$ cat config.mk
export PLATFORM = sky130hd
export DESIGN_NAME = glob_wildcard_matcher_core_flat
export DESIGN_NICKNAME = d
export VERILOG_FILES = /design/src/sv/gwm_pkg.sv /design/src/sv/gwm_in_if.sv /design/src/sv/gwm_out_if.sv /design/src/sv/gwm_cfg.sv /design/src/sv/gwm_step.sv /design/src/sv/gwm_out.sv /design/src/sv/glob_wildcard_matcher_core.sv /design/src/flat_wrapper.sv
export SDC_FILE = /design/constraint.sdc
export NUM_CORES = 2
export LEC_CHECK = 0
export ABC_AREA = 1
export BUFFER_PORTS_ARGS = -buffer_cell sky130_fd_sc_hd__buf_2
export CORE_MARGIN = 3
export CORE_UTILIZATION = 35
export DETAILED_ROUTE_END_ITERATION = 7
export GPL_TIMING_DRIVEN = 1
export PLACE_DENSITY = 0.49
export REMOVE_ABC_BUFFERS = 1
export SYNTH_ARGS = -nofsm -noshare
export SYNTH_HDL_FRONTEND = slang
export SYNTH_SLANG_ARGS = --single-unit
$ cat constraint.sdc
create_clock -name clk -period 3.95 [get_ports clk]
set_input_delay 0.1975 -clock clk [delete_from_list [all_inputs] [get_ports clk]]
set_output_delay 0.1975 -clock clk [all_outputs]
set_load 0.05 [all_outputs]
$ cat src/sv/gwm_pkg.sv
package gwm_pkg;

	localparam int PAT_LIMIT       = 32;
	localparam int ACT_W_MAX       = PAT_LIMIT + 1;
	localparam int PATTERN_MAX_DEF = 32;

	localparam int DATA_W  = 64;
	localparam int ADDR_W  = 6;
	localparam int INDEX_W = 3;
	localparam int LEN_W   = 6;
	localparam int CHAR_W  = 8;

	localparam logic [INDEX_W-1:0] REG_PAT0  = 3'd0;
	localparam logic [INDEX_W-1:0] REG_PAT1  = 3'd1;
	localparam logic [INDEX_W-1:0] REG_PAT2  = 3'd2;
	localparam logic [INDEX_W-1:0] REG_PAT3  = 3'd3;
	localparam logic [INDEX_W-1:0] REG_LEN   = 3'd4;
	localparam logic [INDEX_W-1:0] REG_ICASE = 3'd5;

	localparam logic [CHAR_W-1:0] STAR_CHAR  = 8'h2A;
	localparam logic [CHAR_W-1:0] ANY_CHAR   = 8'h3F;
	localparam logic [CHAR_W-1:0] LOWER_A    = 8'h61;
	localparam logic [CHAR_W-1:0] LOWER_Z    = 8'h7A;
	localparam logic [CHAR_W-1:0] CASE_DELTA = 8'h20;

	typedef logic [ACT_W_MAX-1:0] act_vec_t;

	function automatic logic [CHAR_W-1:0] to_upper(input logic [CHAR_W-1:0] c);
		return (c >= LOWER_A && c <= LOWER_Z) ? c - CASE_DELTA : c;
	endfunction

	// prefix closure: prop bit j lets position j-1 reach position j (a star)
	function automatic act_vec_t star_close(input act_vec_t seed, input act_vec_t prop);
		act_vec_t g;
		act_vec_t p;
		g = seed;
		p = prop;
		for (int d = 1; d < ACT_W_MAX; d = d * 2) begin
			g = g | (p & (g << d));
			p = p & (p << d);
		end
		return g;
	endfunction

endpackage

$ cat src/sv/gwm_in_if.sv
interface gwm_in_if;
	logic       valid;
	logic       ready;
	logic       kind;
	logic [7:0] subject_char;

	modport source(output valid, output kind, output subject_char, input ready);
	modport sink(input valid, input kind, input subject_char, output ready);
endinterface

$ cat src/sv/gwm_out_if.sv
interface gwm_out_if;
	logic valid;
	logic ready;
	logic matched;

	modport source(output valid, output matched, input ready);
	modport sink(input valid, input matched, output ready);
endinterface

$ cat src/sv/gwm_cfg.sv
module gwm_cfg #(
	parameter int PATTERN_MAX = gwm_pkg::PATTERN_MAX_DEF
) (
	input  logic                                      clk,
	input  logic                                      arst_n,
	input  logic                                      psel,
	input  logic                                      penable,
	input  logic                                      pwrite,
	input  logic [gwm_pkg::ADDR_W-1:0]                paddr,
	input  logic [gwm_pkg::DATA_W-1:0]                pwdata,
	output logic [gwm_pkg::DATA_W-1:0]                prdata,
	output logic                                      pready,
	output logic                                      cfg_wr,
	output logic [PATTERN_MAX:0]                      start_nx,
	output logic [PATTERN_MAX:0]                      start_q,
	output logic [PATTERN_MAX:0]                      fin_q,
	output logic [PATTERN_MAX-1:0][gwm_pkg::CHAR_W-1:0] pat_b_q,
	output logic [PATTERN_MAX-1:0][gwm_pkg::CHAR_W-1:0] pat_u_q,
	output logic [PATTERN_MAX-1:0]                    used_q,
	output logic [PATTERN_MAX-1:0]                    star_q,
	output logic [PATTERN_MAX-1:0]                    any_q,
	output logic                                      icase_q
);
	import gwm_pkg::*;

	localparam int PM = PATTERN_MAX;
	localparam int AW = PATTERN_MAX + 1;
	localparam logic [LEN_W-1:0] PM_LEN = LEN_W'(PATTERN_MAX);

	logic [3:0][DATA_W-1:0] pat_q;
	logic [LEN_W-1:0]       len_q;
	logic                   wr;
	logic [INDEX_W-1:0]     idx;
	logic [3:0][DATA_W-1:0] nx_pat;
	logic [LEN_W-1:0]       nx_len;
	logic                   nx_ic;
	logic [LEN_W-1:0]       lim;

	logic [PM-1:0][CHAR_W-1:0] b_nx;
	logic [PM-1:0][CHAR_W-1:0] u_nx;
	logic [PM-1:0]             nz;
	logic [PM-1:0]             used_nx;
	logic [PM-1:0]             star_nx;
	logic [PM-1:0]             any_nx;
	logic [AW-1:0]             fin_nx;
	act_vec_t                  start_full;

	assign pready = 1'b1;
	assign wr     = psel && penable && pwrite;
	assign idx    = paddr[ADDR_W-1:3];
	assign cfg_wr = wr && (idx <= REG_ICASE);

	always_comb begin
		nx_pat = pat_q;
		nx_len = len_q;
		nx_ic  = icase_q;
		if (wr) begin
			case (idx)
				REG_PAT0:  nx_pat[0] = pwdata;
				REG_PAT1:  nx_pat[1] = pwdata;
				REG_PAT2:  nx_pat[2] = pwdata;
				REG_PAT3:  nx_pat[3] = pwdata;
				REG_LEN:   nx_len    = pwdata[LEN_W-1:0];
				REG_ICASE: nx_ic     = pwdata[0];
				default: ;
			endcase
		end
	end

	always_comb begin
		case (idx)
			REG_PAT0:  prdata = pat_q[0];
			REG_PAT1:  prdata = pat_q[1];
			REG_PAT2:  prdata = pat_q[2];
			REG_PAT3:  prdata = pat_q[3];
			REG_LEN:   prdata = DATA_W'(len_q);
			REG_ICASE: prdata = DATA_W'(icase_q);
			default:   prdata = '0;
		endcase
	end

	assign lim = (nx_len > PM_LEN) ? PM_LEN : nx_len;

	// a position is in use below the length and before the first zero byte
	for (genvar g = 0; g < PM; g++) begin : g_pos
		assign b_nx[g]    = nx_pat[g / 8][(g % 8) * 8 +: 8];
		assign u_nx[g]    = to_upper(b_nx[g]);
		assign nz[g]      = (b_nx[g] != '0);
		assign used_nx[g] = (LEN_W'(g) < lim) && (&nz[g:0]);
		assign star_nx[g] = used_nx[g] && (b_nx[g] == STAR_CHAR);
		assign any_nx[g]  = used_nx[g] && (b_nx[g] == ANY_CHAR);
	end

	// one-hot mark of the effective pattern end
	assign fin_nx[0] = !used_nx[0];
	for (genvar j = 1; j < PM; j++) begin : g_fin
		assign fin_nx[j] = used_nx[j-1] && !used_nx[j];
	end
	assign fin_nx[PM] = used_nx[PM-1];

	assign start_full = star_close(ACT_W_MAX'(1), ACT_W_MAX'({star_nx, 1'b0}));
	assign start_nx   = start_full[AW-1:0];

	always_ff @(posedge clk or negedge arst_n) begin
		if (!arst_n) begin
			pat_q   <= '0;
			len_q   <= '0;
			icase_q <= 1'b0;
			used_q  <= '0;
			star_q  <= '0;
			any_q   <= '0;
			fin_q   <= AW'(1);
			start_q <= AW'(1);
		end else begin
			pat_q   <= nx_pat;
			len_q   <= nx_len;
			icase_q <= nx_ic;
			used_q  <= used_nx;
			star_q  <= star_nx;
			any_q   <= any_nx;
			fin_q   <= fin_nx;
			start_q <= start_nx;
		end
	end

	always_ff @(posedge clk) begin
		pat_b_q <= b_nx;
		pat_u_q <= u_nx;
	end

	a_fin_onehot: assert property (@(posedge clk) disable iff (!arst_n)
		$onehot(fin_q))
		else $error("pattern end mark not one-hot");

	a_start_root: assert property (@(posedge clk) disable iff (!arst_n)
		start_q[0] && ((star_q & ~used_q) == '0))
		else $error("start set or star mask inconsistent");

endmodule

$ cat src/sv/gwm_step.sv
module gwm_step #(
	parameter int PATTERN_MAX = gwm_pkg::PATTERN_MAX_DEF
) (
	input  logic                                        clk,
	input  logic                                        arst_n,
	gwm_in_if.sink                                      in_ch,
	gwm_out_if.source                                   mid,
	input  logic                                        cfg_wr,
	input  logic [PATTERN_MAX:0]                        start_nx,
	input  logic [PATTERN_MAX:0]                        start_q,
	input  logic [PATTERN_MAX:0]                        fin_q,
	input  logic [PATTERN_MAX-1:0][gwm_pkg::CHAR_W-1:0] pat_b_q,
	input  logic [PATTERN_MAX-1:0][gwm_pkg::CHAR_W-1:0] pat_u_q,
	input  logic [PATTERN_MAX-1:0]                      used_q,
	input  logic [PATTERN_MAX-1:0]                      star_q,
	input  logic [PATTERN_MAX-1:0]                      any_q,
	input  logic                                        icase_q
);
	import gwm_pkg::*;

	localparam int PM = PATTERN_MAX;
	localparam int AW = PATTERN_MAX + 1;

	logic              v_s1;
	logic              kind_s1;
	logic [CHAR_W-1:0] char_s1;
	logic [AW-1:0]     act_q;
	logic              adv;
	logic [CHAR_W-1:0] c_up;
	logic [PM-1:0]     hit;
	logic [AW-1:0]     step_raw;
	act_vec_t          closed;
	logic [AW-1:0]     act_nx;

	// a character item never waits on the result side
	assign adv         = !kind_s1 || mid.ready;
	assign in_ch.ready = !v_s1 || adv;
	assign mid.valid   = v_s1 && kind_s1;
	assign mid.matched = |(act_q & fin_q);

	assign c_up = to_upper(char_s1);

	for (genvar g = 0; g < PM; g++) begin : g_hit
		assign hit[g] = used_q[g] && !star_q[g] &&
			(any_q[g] || (pat_b_q[g] == char_s1) || (icase_q && (pat_u_q[g] == c_up)));
	end

	// stars hold their position, matches move one on
	assign step_raw = {1'b0, act_q[PM-1:0] & star_q} | {act_q[PM-1:0] & hit, 1'b0};
	assign closed   = star_close(ACT_W_MAX'(step_raw), ACT_W_MAX'({star_q, 1'b0}));
	assign act_nx   = closed[AW-1:0];

	always_ff @(posedge clk or negedge arst_n) begin
		if (!arst_n) begin
			v_s1  <= 1'b0;
			act_q <= AW'(1);
		end else begin
			if (in_ch.ready)
				v_s1 <= in_ch.valid;
			if (cfg_wr)
				act_q <= start_nx;
			else if (v_s1 && adv)
				act_q <= kind_s1 ? start_q : act_nx;
		end
	end

	always_ff @(posedge clk) begin
		if (in_ch.valid && in_ch.ready) begin
			kind_s1 <= in_ch.kind;
			char_s1 <= in_ch.subject_char;
		end
	end

	a_stall_cause: assert property (@(posedge clk) disable iff (!arst_n)
		!in_ch.ready |-> (v_s1 && kind_s1 && !mid.ready))
		else $error("input stalled without a blocked end transfer");

	a_restart: assert property (@(posedge clk) disable iff (!arst_n)
		(v_s1 && kind_s1 && mid.ready && !cfg_wr) |=> (act_q == $past(start_q)))
		else $error("active set not restarted after end of string");

	a_dead_set: assert property (@(posedge clk) disable iff (!arst_n)
		(v_s1 && !kind_s1 && (act_q == '0) && !cfg_wr) |=> (act_q == '0))
		else $error("empty active set revived by a character");

endmodule

$ cat src/sv/gwm_out.sv
module gwm_out (
	input  logic       clk,
	input  logic       arst_n,
	gwm_out_if.sink    mid,
	gwm_out_if.source  out_ch
);
	logic v_q;
	logic matched_q;

	assign mid.ready      = !v_q || out_ch.ready;
	assign out_ch.valid   = v_q;
	assign out_ch.matched = matched_q;

	always_ff @(posedge clk or negedge arst_n) begin
		if (!arst_n) begin
			v_q <= 1'b0;
		end else if (mid.ready) begin
			v_q <= mid.valid;
		end
	end

	always_ff @(posedge clk) begin
		if (mid.valid && mid.ready)
			matched_q <= mid.matched;
	end

	a_capture: assert property (@(posedge clk) disable iff (!arst_n)
		(mid.valid && mid.ready) |=> (out_ch.valid && (out_ch.matched == $past(mid.matched))))
		else $error("result transfer not captured in output register");

endmodule

$ cat src/sv/glob_wildcard_matcher_core.sv
// channel   dir   handshake         payload
// in_ch     in    valid / ready     kind, subject_char
// out_ch    out   valid / ready     matched (one per end-of-string item)
// apb       in    psel / penable    paddr 8*index, pwdata / prdata 64 bit
//
// one item per cycle unless an end item is held by a stalled output register; an item sits in the
// input register and its active-set update is done by one star-closure prefix network before the edge
// an end item's result appears on out_ch at the edge it leaves the input register
// reset brings the empty pattern in force: the start set is position zero only
// only an end item held by a stalled output register stops input transfers
module glob_wildcard_matcher_core #(
	parameter int PATTERN_MAX = gwm_pkg::PATTERN_MAX_DEF
) (
	input  logic                       clk,
	input  logic                       arst_n,
	gwm_in_if.sink                     in_ch,
	gwm_out_if.source                  out_ch,
	input  logic                       psel,
	input  logic                       penable,
	input  logic                       pwrite,
	input  logic [gwm_pkg::ADDR_W-1:0] paddr,
	input  logic [gwm_pkg::DATA_W-1:0] pwdata,
	output logic [gwm_pkg::DATA_W-1:0] prdata,
	output logic                       pready
);
	import gwm_pkg::*;

	logic                                cfg_wr;
	logic [PATTERN_MAX:0]                start_nx;
	logic [PATTERN_MAX:0]                start_q;
	logic [PATTERN_MAX:0]                fin_q;
	logic [PATTERN_MAX-1:0][CHAR_W-1:0]  pat_b_q;
	logic [PATTERN_MAX-1:0][CHAR_W-1:0]  pat_u_q;
	logic [PATTERN_MAX-1:0]              used_q;
	logic [PATTERN_MAX-1:0]              star_q;
	logic [PATTERN_MAX-1:0]              any_q;
	logic                                icase_q;

	gwm_out_if mid();

	gwm_cfg #(
		.PATTERN_MAX(PATTERN_MAX)
	) u_cfg (
		.clk      (clk),
		.arst_n   (arst_n),
		.psel     (psel),
		.penable  (penable),
		.pwrite   (pwrite),
		.paddr    (paddr),
		.pwdata   (pwdata),
		.prdata   (prdata),
		.pready   (pready),
		.cfg_wr   (cfg_wr),
		.start_nx (start_nx),
		.start_q  (start_q),
		.fin_q    (fin_q),
		.pat_b_q  (pat_b_q),
		.pat_u_q  (pat_u_q),
		.used_q   (used_q),
		.star_q   (star_q),
		.any_q    (any_q),
		.icase_q  (icase_q)
	);

	gwm_step #(
		.PATTERN_MAX(PATTERN_MAX)
	) u_step (
		.clk      (clk),
		.arst_n   (arst_n),
		.in_ch    (in_ch),
		.mid      (mid.source),
		.cfg_wr   (cfg_wr),
		.start_nx (start_nx),
		.start_q  (start_q),
		.fin_q    (fin_q),
		.pat_b_q  (pat_b_q),
		.pat_u_q  (pat_u_q),
		.used_q   (used_q),
		.star_q   (star_q),
		.any_q    (any_q),
		.icase_q  (icase_q)
	);

	gwm_out u_out (
		.clk    (clk),
		.arst_n (arst_n),
		.mid    (mid.sink),
		.out_ch (out_ch)
	);

endmodule

$ cat src/flat_wrapper.sv
// flat-port wrapper written by rule: the top's interface ports become plain ports
module glob_wildcard_matcher_core_flat import gwm_pkg::*;
#(
	parameter int PATTERN_MAX = gwm_pkg::PATTERN_MAX_DEF
)
  (clk, arst_n, psel, penable, pwrite, paddr, pwdata, prdata, pready, in_ch_valid, in_ch_kind, in_ch_subject_char, in_ch_ready, out_ch_valid, out_ch_matched, out_ch_ready);
  gwm_in_if in_ch_i ();
  gwm_out_if out_ch_i ();
  input  logic clk;
  input  logic arst_n;
  input  logic psel;
  input  logic penable;
  input  logic pwrite;
  input  logic [gwm_pkg::ADDR_W-1:0] paddr;
  input  logic [gwm_pkg::DATA_W-1:0] pwdata;
  output logic [gwm_pkg::DATA_W-1:0] prdata;
  output logic pready;
  input wire logic [$bits(in_ch_i.valid)-1:0] in_ch_valid;
  input wire logic [$bits(in_ch_i.kind)-1:0] in_ch_kind;
  input wire logic [$bits(in_ch_i.subject_char)-1:0] in_ch_subject_char;
  output wire logic [$bits(in_ch_i.ready)-1:0] in_ch_ready;
  output wire logic [$bits(out_ch_i.valid)-1:0] out_ch_valid;
  output wire logic [$bits(out_ch_i.matched)-1:0] out_ch_matched;
  input wire logic [$bits(out_ch_i.ready)-1:0] out_ch_ready;
  assign in_ch_i.valid = in_ch_valid;
  assign in_ch_i.kind = in_ch_kind;
  assign in_ch_i.subject_char = in_ch_subject_char;
  assign in_ch_ready = in_ch_i.ready;
  assign out_ch_valid = out_ch_i.valid;
  assign out_ch_matched = out_ch_i.matched;
  assign out_ch_i.ready = out_ch_ready;
  glob_wildcard_matcher_core #(.PATTERN_MAX(PATTERN_MAX)) u_core (.clk(clk), .arst_n(arst_n), .in_ch(in_ch_i), .out_ch(out_ch_i), .psel(psel), .penable(penable), .pwrite(pwrite), .paddr(paddr), .pwdata(pwdata), .prdata(prdata), .pready(pready));
endmodule
Word level (Yosys, flattened, before mapping)
Cells that the tools add are included.
{"block": "word_totals", "reg_bits": 982, "inputBits": 86, "output_inout_bits": 68, "word_cells": 892}
{"block": "op_classes", "n_addsub": 33, "magnitude_cmp": 100, "n_eq_ne": 133, "muxes": 45, "bitwise_logic": 36, "reduce_logical": 464}
{"op": "$and A33 B33 Y33", "count": 21}
{"op": "$eq A8 B6 Y1 const B", "count": 64}
{"op": "$eq A8 B8 Y1", "count": 64}
{"op": "$pmux W64 S6", "count": 1}
{"op": "$or A33 B33 Y33", "count": 10}
{"op": "$ge A8 B7 Y1 const B", "count": 33}
{"op": "$le A8 B7 Y1 const B", "count": 33}
{"op": "$mux W8", "count": 33}
{"op": "$sub A8 B6 Y8 const B", "count": 33}
{"op": "$logic_and A1 B1 Y1", "count": 263}
{"op": "$mux W256", "count": 1}
{"op": "$mux W64", "count": 4}
{"op": "$reduce_bool A8 Y1", "count": 32}
{"op": "$mux W33", "count": 3}
{"op": "$lt A5 B6 Y1 const A", "count": 16}
{"op": "$logic_not A1 Y1", "count": 67}
{"op": "$logic_or A1 B1 Y1", "count": 67}
{"op": "$and A32 B32 Y32", "count": 2}
{"op": "$lt A4 B6 Y1 const A", "count": 8}
{"op": "$and A33 B4 Y33", "count": 1}
{"op": "$or A2 B33 Y33", "count": 1}
{"op": "$or A32 B33 Y33", "count": 1}
{"op": "$reduce_or A33 Y1", "count": 1}
{"op": "$reduce_and A32 Y1", "count": 1}
{"op": "41 further kinds", "count": 51}

Longest topological paths before layout
{"block": "logic_depth", "ltp_word": 24, "depth_mapped": 29, "ltp_nobuf": 27}

Cells and area by module
Synthesis repeated with hierarchy kept, for this count alone.
{"block": "hier_totals", "cells_unflattened": 5661, "area_unflattened_um2": 42625.9}
{"module": "gwm_cfg", "n_inst": 1, "cells_each": 3580, "area_per_inst_um2": 30795.8, "seq_area_each_um2": 17608.1}
{"module": "gwm_step", "n_inst": 1, "cells_each": 2074, "area_per_inst_um2": 11755.0, "seq_area_each_um2": 1122.3}
{"module": "gwm_out", "n_inst": 1, "cells_each": 7, "area_per_inst_um2": 75.1, "seq_area_each_um2": 55.1}

Least setup slack after synthesis
OpenSTA, ideal clock, no wires.
{"block": "synth_timing", "kind": "register to register", "start": "register u_core.u_step.char_s1[5]", "end": "register u_core.u_step.act_q[32]", "setup_time_ps": 117, "arrival_time_ps": 3125, "required_ps": 3833, "slack_ps": 708, "stages_incl_launch_ff": 27, "path_buffers": 3, "period_less_slack_ps": 3242, "cell_sequence": "edfxtp_1 buf_2 buf_1 inv_1 ha_1 nand4_1 nand2_1 clkbuf_1 nand2_1 o21ai_0 nor2_1 nand2_1 nand2_1 a21boi_0 nand2_1 nand2_1 nand2_1 nand2_1 nand2_1 nand2_1 nand2_1 a21boi_0 nand2_1 nand2_1 nand2_1 nand2_1 nand2_1"}
{"block": "synth_via", "elab_chain_len": 23, "elab_cells_between_ends": 213, "cone_classes": "add/sub: 1; order compare: 2; eq/ne: 64; mux: 4; bitwise: 13; reduce/logical: 129"}
{"item": "from (decl)", "line": "gwm_step.sv:26", "text": "logic [CHAR_W-1:0] char_s1;"}
{"item": "from (signal assigned)", "line": "gwm_step.sv:70", "text": "char_s1 <= in_ch.subject_char;"}
{"item": "$ge A8 B7 Y1 or $le A8 B7 Y1 (tied branches)", "line": "gwm_pkg.sv:29", "text": "return (c >= LOWER_A && c <= LOWER_Z) ? c - CASE_DELTA : c;"}
{"item": "$logic_and A1 B1 Y1", "line": "gwm_pkg.sv:29"}
{"item": "$mux W8", "line": "gwm_pkg.sv:29"}
{"item": "$eq A8 B8 Y1", "line": "gwm_step.sv:45", "text": "(any_q[g] || (pat_b_q[g] == char_s1) || (icase_q && (pat_u_q[g] == c_up)));"}
{"item": "$logic_and A1 B1 Y1", "line": "gwm_step.sv:45"}
{"item": "$logic_or A1 B1 Y1", "line": "gwm_step.sv:45"}
{"item": "$logic_and A1 B1 Y1", "line": "gwm_step.sv:44", "text": "assign hit[g] = used_q[g] && !star_q[g] &&"}
{"item": "$and A32 B32 Y32 (*)", "line": "gwm_step.sv:49", "text": "assign step_raw = {1'b0, act_q[PM-1:0] & star_q} | {act_q[PM-1:0] & hit, 1'b0};"}
{"item": "[6 not listed]"}
{"item": "$or A33 B33 Y33 (*)", "line": "gwm_pkg.sv:39", "text": "g = g | (p & (g << d));"}
{"item": "$and A33 B33 Y33", "line": "gwm_pkg.sv:39"}
{"item": "$or A33 B33 Y33 (*)", "line": "gwm_pkg.sv:39"}
{"item": "$and A33 B33 Y33", "line": "gwm_pkg.sv:39"}
{"item": "$or A33 B33 Y33 (*) (2 in a row)", "line": "gwm_pkg.sv:39"}
{"item": "$mux W33 (*)", "line": "gwm_step.sv:63", "text": "act_q <= kind_s1 ? start_q : act_nx;"}
{"item": "$mux W33 (*)", "line": "gwm_step.sv:62", "text": "else if (v_s1 && adv)"}
{"item": "$mux W33 (*)", "line": "gwm_step.sv:60", "text": "if (cfg_wr)"}
{"item": "to (signal assigned)", "line": "gwm_step.sv:61", "text": "act_q <= start_nx;"}
{"item": "to (signal assigned)", "line": "gwm_step.sv:63"}
{"item": "to (decl)", "line": "gwm_step.sv:27", "text": "logic [AW-1:0] act_q;"}
Every way passes the cells marked *; elsewhere a longest branch is shown, timed or not. The select of a mux whose other input is x is not followed.
A chain may end at the register's enable or synchronous reset.

Final worst setup path
{"block": "layout_timing", "start": "register u_core.u_step.char_s1[5]", "end": "register u_core.u_step.act_q[30]"}
{"block": "layout_via", "elab_chain_len": 22, "elab_cells_between_ends": 201, "cone_classes": "add/sub: 1; order compare: 2; eq/ne: 60; mux: 4; bitwise: 13; reduce/logical: 121"}
{"item": "$ge A8 B7 Y1 or $le A8 B7 Y1 (tied branches)", "line": "gwm_pkg.sv:29"}
{"item": "$logic_and A1 B1 Y1", "line": "gwm_pkg.sv:29"}
{"item": "$mux W8", "line": "gwm_pkg.sv:29"}
{"item": "$eq A8 B8 Y1", "line": "gwm_step.sv:45"}
{"item": "$logic_and A1 B1 Y1", "line": "gwm_step.sv:45"}
{"item": "$logic_or A1 B1 Y1", "line": "gwm_step.sv:45"}
{"item": "$logic_and A1 B1 Y1", "line": "gwm_step.sv:44"}
{"item": "$and A32 B32 Y32 (*)", "line": "gwm_step.sv:49"}
{"item": "[4 not listed]"}
{"item": "$or A33 B33 Y33 (*)", "line": "gwm_pkg.sv:39"}
{"item": "$and A33 B33 Y33 or $or A33 B33 Y33 (tied branches)", "line": "gwm_pkg.sv:39"}
{"item": "$or A33 B33 Y33 (*)", "line": "gwm_pkg.sv:39"}
{"item": "$and A33 B33 Y33 or $or A33 B33 Y33 (tied branches)", "line": "gwm_pkg.sv:39"}
{"item": "$or A33 B33 Y33 (*) (3 in a row)", "line": "gwm_pkg.sv:39"}
{"item": "$mux W33 (*)", "line": "gwm_step.sv:63"}
{"item": "$mux W33 (*)", "line": "gwm_step.sv:62"}
{"item": "$mux W33 (*)", "line": "gwm_step.sv:60"}
Marks and branches as above.

==> flow_summary.toml <==
[worst_setup_path]
path_buf_inv = 8
crit_cells = 24
start_kind = "flop"
path_cells = "inv_1, ha_1, nand4_1, nand2_2, buf_12, inv_1, buf_12, buf_4, buf_4, a21oi_1, nand2_1, nand2_1, nand2_1, nand2_1, inv_1, nand2_1, a21oi_2, inv_1, a21oi_1, nand2_1, nand2_1, nand3_1, a21oi_1, nand2_1"
crit_top_cell = "nand2_1"
endpoint = "u_core.u_step.act_q[30]"
reg2reg_depth = 24
cp.arrival_ns = 4.21
cp_max_fo = 10
cp_top_family = "simple AND/OR/NAND/NOR gates"
critPathSlowestCell = "edfxtp_1"
r2r_start = "u_core.u_step.char_s1[5]"
r2r_end = "u_core.u_step.act_q[30]"
end_kind = "flop"
r2r_slack_ns = 0.30
crit_start = "u_core.u_step.char_s1[5]"
cp.required_ns = 4.51
slowest_delay_ns = 0.46
path_class = "flop to flop"

[routing]
drtAntennaViolNets = 0
num_vias = 34850
wl_per_cell_um = 21.62
firstDrtPassIters = 8
wl_mm = 153.4
drt_iter0_markers = 2992
vias_per_cell = 4.912
drc = 0

[yosys]
synth_ff_type = "dfrtp_1"
netlist-cell-type-count = 67
synth_top_area_cell = "dfrtp_1"
synthArstFlopShare_pct = 55.80
syn-cell-area_um2 = 39520
synth_seq_cells = 819
ys_seq_area_share_pct = 47.54
synth-edff-count = 10
ys.warnings.count = 0
synth_area_leaders = "dfrtp_1 (29%), dfxtp_1 (18%), nand2_1 (9.9%)"
syn_inst = 5009
synth_top_area_share_pct = 28.81
syn_area_per_cell_um2 = 7.889

[final_layout]
drive_gt1_share_pct = 14.41
fin_nets = 5644
postLayoutCoreUtil_pct = 43.49
area_delta_synth_final_pct = 22.48

[placement]
dp_hpwl_mm = 115.8
port_buffers = 149
place.gp.congestion = 0.9678

[timing]
slew_headroom_pct = 21.76
min_period_over_period_pct = 92.42
rsz0062_at_grt = "false"
tightest_slew_ns = 1.172
setup_viol = 0
finalMaxSlewViolations = 0
worst_clock_skew_ns = 0.03264
final-hold-violation-count = 0
fmax_ghz = 0.2739
period_needed_ns = 3.650
whs_ns = 0.05324

[floorplanning]
die_w_um = 342.0
coreArea_um2 = 111300
initial_core_util_pct = 35.51
row_count = 122
dieArea_um2 = 117000
ioPinCount = 154
fp.dieH_um = 342.0

[global_routing]
globalRouteTotalUtil_pct = 26.02
antenna_found_initial = 2
grt_overflow = 0
grt_pass1_vias = 33710
grt_pass1_wl_mm = 224.8
grt_max_degree = 92

[clock_network]
cts_made_buffers = 93
cts_sinks = 819
cts_tree = "done"
clk_pin_slew_worst_paths_ns = 0.06
htree_levels = 3
cts_buffer_depth = 3
worstSkewPairLatency_ns = 0.68
cts-root-buf = "clkbuf_16"

[power]
peakVddDrop_mv = 0.3017
p_leak_nw = 23.87
powerDensity_nw_per_um2 = 535.0

[hold_path]
hold_path.class = "primary input to flop"
whs_path_depth = 3

[job]
cap_violations = 0

[outcome]
status = "complete, no violations"
==> power by group <==
part	internal, mW	switching (mW)	total, mW
sequential	9.84	0.653	10.5
clock	5.49	3.71	9.20
combinational	2.19	4.01	6.20
==> sequential cells by signal, summed over array words and instances (netlist names) <==
signal and flops:
u_core.u_cfg.pat_q 256, u_core.u_cfg.start_q 31, u_core.u_cfg.any_q 32, u_core.u_step.char_s1 8, u_core.u_out.out_ch.matched 1, u_core.u_cfg.fin_q 33
u_core.u_cfg.icase_q 1, u_core.u_out.out_ch.valid 1, u_core.u_cfg.pat_u_q 256, u_core.u_cfg.pat_b_q 96, u_core.u_cfg.len_q 6, u_core.u_step.v_s1 1
u_core.u_cfg.used_q 31, u_core.u_step.kind_s1 1, u_core.u_step.act_q 33, u_core.u_cfg.star_q 32
==> timing repair <==
action / in CTS / in global routing
setup buffers: 0 / 2
hold endpoints to repair: 351 / 0
gates resized for setup: 0 / 6
hold buffers: 68 / 0
endpoints found under the setup margin: 0 / 13
==> logic make-up (layout without fill, tap and decap cells) <==
group,count (synthesis),count (layout),share of synthesized area [%]
other,1,2,0.009490
AOI/OAI and AO/OA,639,639,9.911
buffers and inverters,1042,1639,10.40
and+or+nand+nor,2184,2184,24.65
xor gates and xnor gates,291,291,6.450
adders and majority gates,33,33,1.045
DFF,819,819,47.54
==> worst register-to-register path, delay by kind of cell (launching register included) <==
kind,cells,cell delay (ns)
flip-flops,1,0.46
adder cells (fa/ha/maj),1,0.29
AND/OR/NAND/NOR,11,1.18
buffers and inverters,8,1.06
AO/OA/AOI/OAI,4,0.53
==> worst min path at each step <==
stage	slack, ns	startpoint	to
floorplan	-0.1	arst_n	u_core.u_cfg.any_q[0]
global placement	0.32	arst_n	u_core.u_cfg.pat_q[185]
detailed placement	0.33	arst_n	u_core.u_cfg.pat_q[252]
CTS	0.007	pwdata[26]	u_core.u_cfg.pat_u_q[154]
global route	0.05	pwdata[45]	u_core.u_cfg.pat_b_q[237]
finish	0.05	pwdata[24]	u_core.u_cfg.pat_u_q[152]
==> cell usage in the layout, fill, tap and decap left out, drive strengths merged, types with 41 or more instances in the layout <==
cell	instances
nor2	597
xnor2	174
buf	498
o21ai	331
dfxtp	352
o22ai	49
dfrtp	455
o21a	41
inv	904
a21oi	66
nand3	189
xor2	117
clkbuf	137
nand2	1063
dlygate4sd3	68
nor3	90
nor4	69
nand4	123
==> routing by layer <==
| layer | GRT usage [%] | up-vias | routed length [um] |
|---|---|---|---|
| li1 | - | 16920 | - |
| met1 | 36.59 | 16750 | 70740 |
| met2 | 42.18 | 1016 | 70320 |
| met3 | 3.648 | 167 | 8961 |
| met4 | 6.427 | 0 | 3346 |
| met5 | 0 | - | 0 |
==> through the flow <==
stage	area (um2)	power [mW]	setup slack, ns	instances	setup TNS, ns
floorplan	38770	14.29	-2.405	4864	-403.94
global placement	44450	16.71	0.09889	6848	0
detailed placement	44450	16.75	0.08437	6848	0
CTS	48370	26.05	0.1139	7092	0
global route	48400	27.22	0.01278	7094	0
finish	48400	25.89	0.2996	7095	0
==> cell type report <==
cell class,instances,area [um2]
Antenna cell,1,2.502
Clock inverter,39,452.9
Multi-Input combinational cell,3148,16670
Inverter,897,3367
Tap cell,1488,1862
Sequential cell,819,18790
Fill cell,11330,62880
Clock buffer,137,2788
Timing Repair Buffer,566,4469
==> synth_stat cells, types with 8 or more instances <==
master     number
nand3_2        11
buf_4           9
a31oi_1         9
buf_6          12
clkbuf_1       60
nand3_1       176
nor2_4         14
dfxtp_1       352
a221o_1        35
o211ai_1       19
nor2_2         28
nand2_1      1040
nand4_1       115
o21a_1         40
nor3_1         87
nor2_1        552
nand2_2        17
nor4_1         68
and3b_1        21
o22ai_1        49
o221ai_1       30
a22oi_1        24
inv_1         869
o21ai_1        77
xnor2_1       174
inv_2          26
dfrtp_1       455
edfxtp_1       10
buf_1          13
ha_1           33
a2111oi_0       8
a21oi_1        66
o21ai_0       244
o21ai_2        10
buf_2          50
xor2_1        117
o31ai_1         8
Power figures use the tool's default switching activity.
